[src/rtl/nsfc_pkg.sv]
// Package for the NMEA sentence framer and checksum checker.
// Holds character codes and the hex digit decode type; no dependencies.
`default_nettype none
package nsfc_pkg;

  localparam logic [7:0] CH_DOLLAR = 8'd36;
  localparam logic [7:0] CH_CR     = 8'd13;
  localparam logic [7:0] CH_LF     = 8'd10;
  localparam logic [7:0] CH_STAR   = 8'h2a;

  localparam logic [1:0] STAR_CNT_MAX = 2'd2;

  typedef struct packed {
    logic       is_hex;
    logic [3:0] nibble;
  } hex_t;

endpackage
`default_nettype wire

[src/rtl/nsfc_hex_digit.sv]
// Decode one ASCII character as a hex digit of either case.
// Uses nsfc_pkg::hex_t for the result.
`default_nettype none
module nsfc_hex_digit (
  input  wire logic [7:0]    ch,
  output nsfc_pkg::hex_t     dig
);

  always_comb begin
    dig.is_hex = 1'b0;
    dig.nibble = 4'd0;
    if (ch >= 8'd48 && ch <= 8'd57) begin
      dig.is_hex = 1'b1;
      dig.nibble = ch[3:0];
    end else if ((ch >= 8'd65 && ch <= 8'd70) || (ch >= 8'd97 && ch <= 8'd102)) begin
      dig.is_hex = 1'b1;
      dig.nibble = 4'(ch[3:0] + 4'd9);
    end
  end

endmodule
`default_nettype wire

[config.mk]
export PLATFORM = sky130hd
export DESIGN_NAME = nsfc_hex_digit
export DESIGN_NICKNAME = d
export VERILOG_FILES = /design/src/rtl/nsfc_pkg.sv /design/src/rtl/nsfc_hex_digit.sv
export SDC_FILE = /design/constraint.sdc
export NUM_CORES = 1
export LEC_CHECK = 0
export ABC_AREA = 1
export BUFFER_PORTS_ARGS = -buffer_cell sky130_fd_sc_hd__buf_2
export CORE_AREA = 2 2 39 41
export DETAILED_ROUTE_END_ITERATION = 16
export DIE_AREA = 0 0 41 43
export SLEW_MARGIN = 5
export SYNTH_ARGS = -nofsm -noshare
export SYNTH_HDL_FRONTEND = slang
export SYNTH_SLANG_ARGS = --single-unit
[constraint.sdc]
create_clock -name vclk -period 0.8
set_input_delay 0.08 -clock vclk [all_inputs]
set_output_delay 0.08 -clock vclk [all_outputs]
set_load 0.01 [all_outputs]
# == Word-level counts from Yosys, hierarchy flattened ==
# Index checks and enable logic that the tools add are counted.
# W data, S select, Z words.
# op_classes
addsub,1
n_mul,0
n_div,0
order_cmp,6
n_eq_ne,0
n_shift,0
muxes,2
bitwise_logic,0
reduce_logical,4
# ops
operator,count
$ge A8 B7 Y1 const B,2
$le A8 B7 Y1 const B,2
$mux W5,2
$ge A8 B6 Y1 const B,1
$le A8 B6 Y1 const B,1
$add A4 B4 Y4 const B,1
$logic_and A1 B1 Y1,3
$logic_or A1 B1 Y1,1
# word_totals
reg_bits,0
latchBits,0
mem_bits_rw,0
rom_bits,0
input_bits,8
mem_count,0

# == Depth between registers and ports, before layout ==
# logic_depth
ltp_word,5
depth_mapped,6

# == Least setup slack after synthesis ==
# Ideal clock, no wire load.
# synth_timing
kind,in2out
start,in ch[1]
end,out dig[3] (netlist bit)
arrival_time_ps,676
required_time_ps,720
setup_slack_ps,44
stages,6
path_buffers,0
path_cell_list,inv_1 ha_1 inv_1 nand4_1 nand2_1 nand2_1
# synth_rtl
element,line_no,text
from (decl),nsfc_hex_digit.sv:5,"input wire logic [7:0] ch,"
to (decl),nsfc_hex_digit.sv:6,output nsfc_pkg::hex_t dig

==> flow_summary.json <==
{
  "status": "finished with violations",
  "violations": "negative setup slack",
  "tightest_slew_ps": 161,
  "dp_hpwl_um": 458,
  "cp_data_arrival_time_ps": 870,
  "portBuffers": 13,
  "num-nets-final": 66,
  "antenna_found_initial": 0,
  "final_cells": 69,
  "placement_rows": 14,
  "final_design_area_no_fill_um2": 409,
  "top_layer": "met3",
  "finalCriticalPeriod_ps": 946,
  "holdPathStages": 4,
  "grt_pass1_vias": 240,
  "p_per_area_nw_per_um2": 392,
  "overflow": 0,
  "start_kind": "input port",
  "start_util": 0.144,
  "worstHoldPathType": "in2out",
  "die_w_um": 41,
  "grt_pass1_wl_um": 966,
  "drt_iter0_markers": 6,
  "maxSlewViolCount": 0,
  "grt_max_degree": 6,
  "yosysWarnings": 0,
  "dr.pass1.iters": 4,
  "maxSlewHeadroom": 0.892,
  "areaGrowthSynthToFinish_pct": 106,
  "cp_top_family": "simple AND/OR/NAND/NOR gates",
  "min_to": "dig[0]",
  "gp_congestion": 0.789,
  "routed-wl-met2_um": 223,
  "period_share": 1.18,
  "grtUsageTotal": 0.0729,
  "viasPerCell": 4.03,
  "cp_cell_sequence": "buf_12 > ha_4 > inv_2 > nand4_1 > nand3_1 > nand2_1 > buf_2",
  "wl_met3_um": 87,
  "antenna_cells": 0,
  "ios": 13,
  "crit_slowest_cell": "nand4_1",
  "setup_viol": 5,
  "core_area_um2": 1380,
  "yosysSeqAreaShare": 0,
  "drive_above_1_share": 0.604,
  "seq_cell_count": 0,
  "min-delay-start": "ch[0]",
  "slowest_delay_ps": 160,
  "synthesis.nets": 46,
  "seq_area_um2": 0,
  "grt_setup_unrepaired": "yes",
  "worst_slack_ps": -146,
  "yosysUniqueCellTypes": 12,
  "crit_buf_inv": 3,
  "syn_area_per_cell_um2": 5.68,
  "drtAntennaViolNets": 0,
  "synth.cell_area_um2": 199,
  "syn_inst": 35,
  "critPathRequiredTime_ps": 720,
  "die_area_um2": 1760,
  "drc": 0,
  "hold_buffers": 0,
  "die_height_um": 43,
  "vias": 278,
  "place_area_um2": 322,
  "crit_path_end_kind": "output pin",
  "wire_per_inst_um": 8.28,
  "max_cap_violations": 0,
  "path_max_fanout": 4,
  "hold_viol": 0,
  "max_freq_mhz": 1060,
  "ir_drop_uv": 213,
  "criticalPathCategory": "in2out",
  "clkbuf_count": 0,
  "leakagePower_uw": 0.000207,
  "dp.cells": 69,
  "drt-met1-wl_um": 259,
  "wl_um": 571
}
[cells in the mapped netlist]
cell type,count,area share
inv_1,4,0.075
nor2_4,1,0.057
inv_2,1,0.019
nand3_1,7,0.18
nor3_2,1,0.050
nand3_2,1,0.050
nor2_2,2,0.063
nand2_1,12,0.23
nor2_1,1,0.019
nand4_1,1,0.031
xor2_1,1,0.044
ha_1,3,0.19
[routing by layer]
metal / global-route usage / vias up
li1: - / 148
met1: 0.117 / 112
met2: 0.103 / 18
met3: 0.00524 / 0
met4: 0.0133 / 0
met5: 0 / -
[how the worst max path moves through the flow]
stage | slack, ps | start | cells after the start | endpoint
after floorplan | 40 | ch[1] | 6 | dig[3]
after detailed placement | -230 | ch[0] | 7 | dig[3]
final | -150 | ch[0] | 7 | dig[0]
after global placement | -210 | ch[1] | 8 | dig[1]
after CTS | -140 | ch[1] | 8 | dig[0]
after global routing | -220 | ch[1] | 8 | dig[3]
[power by group]
group	total [µW]	switching (µW)	internal, µW
clock	0	0	0
combinational	161	80.9	79.6
sequential	0	0	0
[layout make-up]
| class | instances | area (µm²) |
|---|---|---|
| multi-input combinational | 30 | 235 |
| timing repair buffer | 18 | 128 |
| inverter | 5 | 26.3 |
| fill | 144 | 975 |
| tap | 16 | 20.0 |
[stage by stage]
stage	power (µW)	setup TNS, ps	hold slack [ps]	worst slack (ps)	util
2_1_floorplan	54.2	0	295	43.9	-
3_3_place_gp	117	-1030	524	-214	0.232
5_1_grt	178	-1010	569	-221	0.296
6_report	161	-692	520	-146	0.296
4_1_cts	154	-674	501	-140	0.290
3_5_place_dp	118	-1150	530	-233	0.232
[cells in the final DEF, fill, tap and decap left out]
cell	synthesis	routed
nand2_1	12	12
buf_2	0	11
nand3_1	7	5
buf_4	0	5
ha_4	0	3
nand3_2	1	2
nor2_2	2	2
inv_2	1	2
inv_4	0	1
nor3_2	1	1
inv_1	4	1
nand3_4	0	1
nor2_1	1	1
nor2_4	1	1
nand4_1	1	1
inv_6	0	1
xor2_1	1	1
buf_12	0	1
buf_8	0	1
[kinds of logic (layout without fill, tap and decap cells)]
logic type                 Yosys count  after routing  share of synthesized area
and+or+nand+nor                     26             26                      0.673
buffers and inverters                5             23                     0.0943
xor gates and xnor gates             1              1                     0.0440
adders and majority gates            3              3                      0.189
[timing repair]
| action | 4_1_cts | 5_1_grt |
|---|---|---|
| pin swaps | 13 | 6 |
| setup endpoints to repair | 5 | 5 |
| setup buffers | 0 | 0 |
| resized for setup | 20 | 1 |
(Power assumes the default switching activity.)
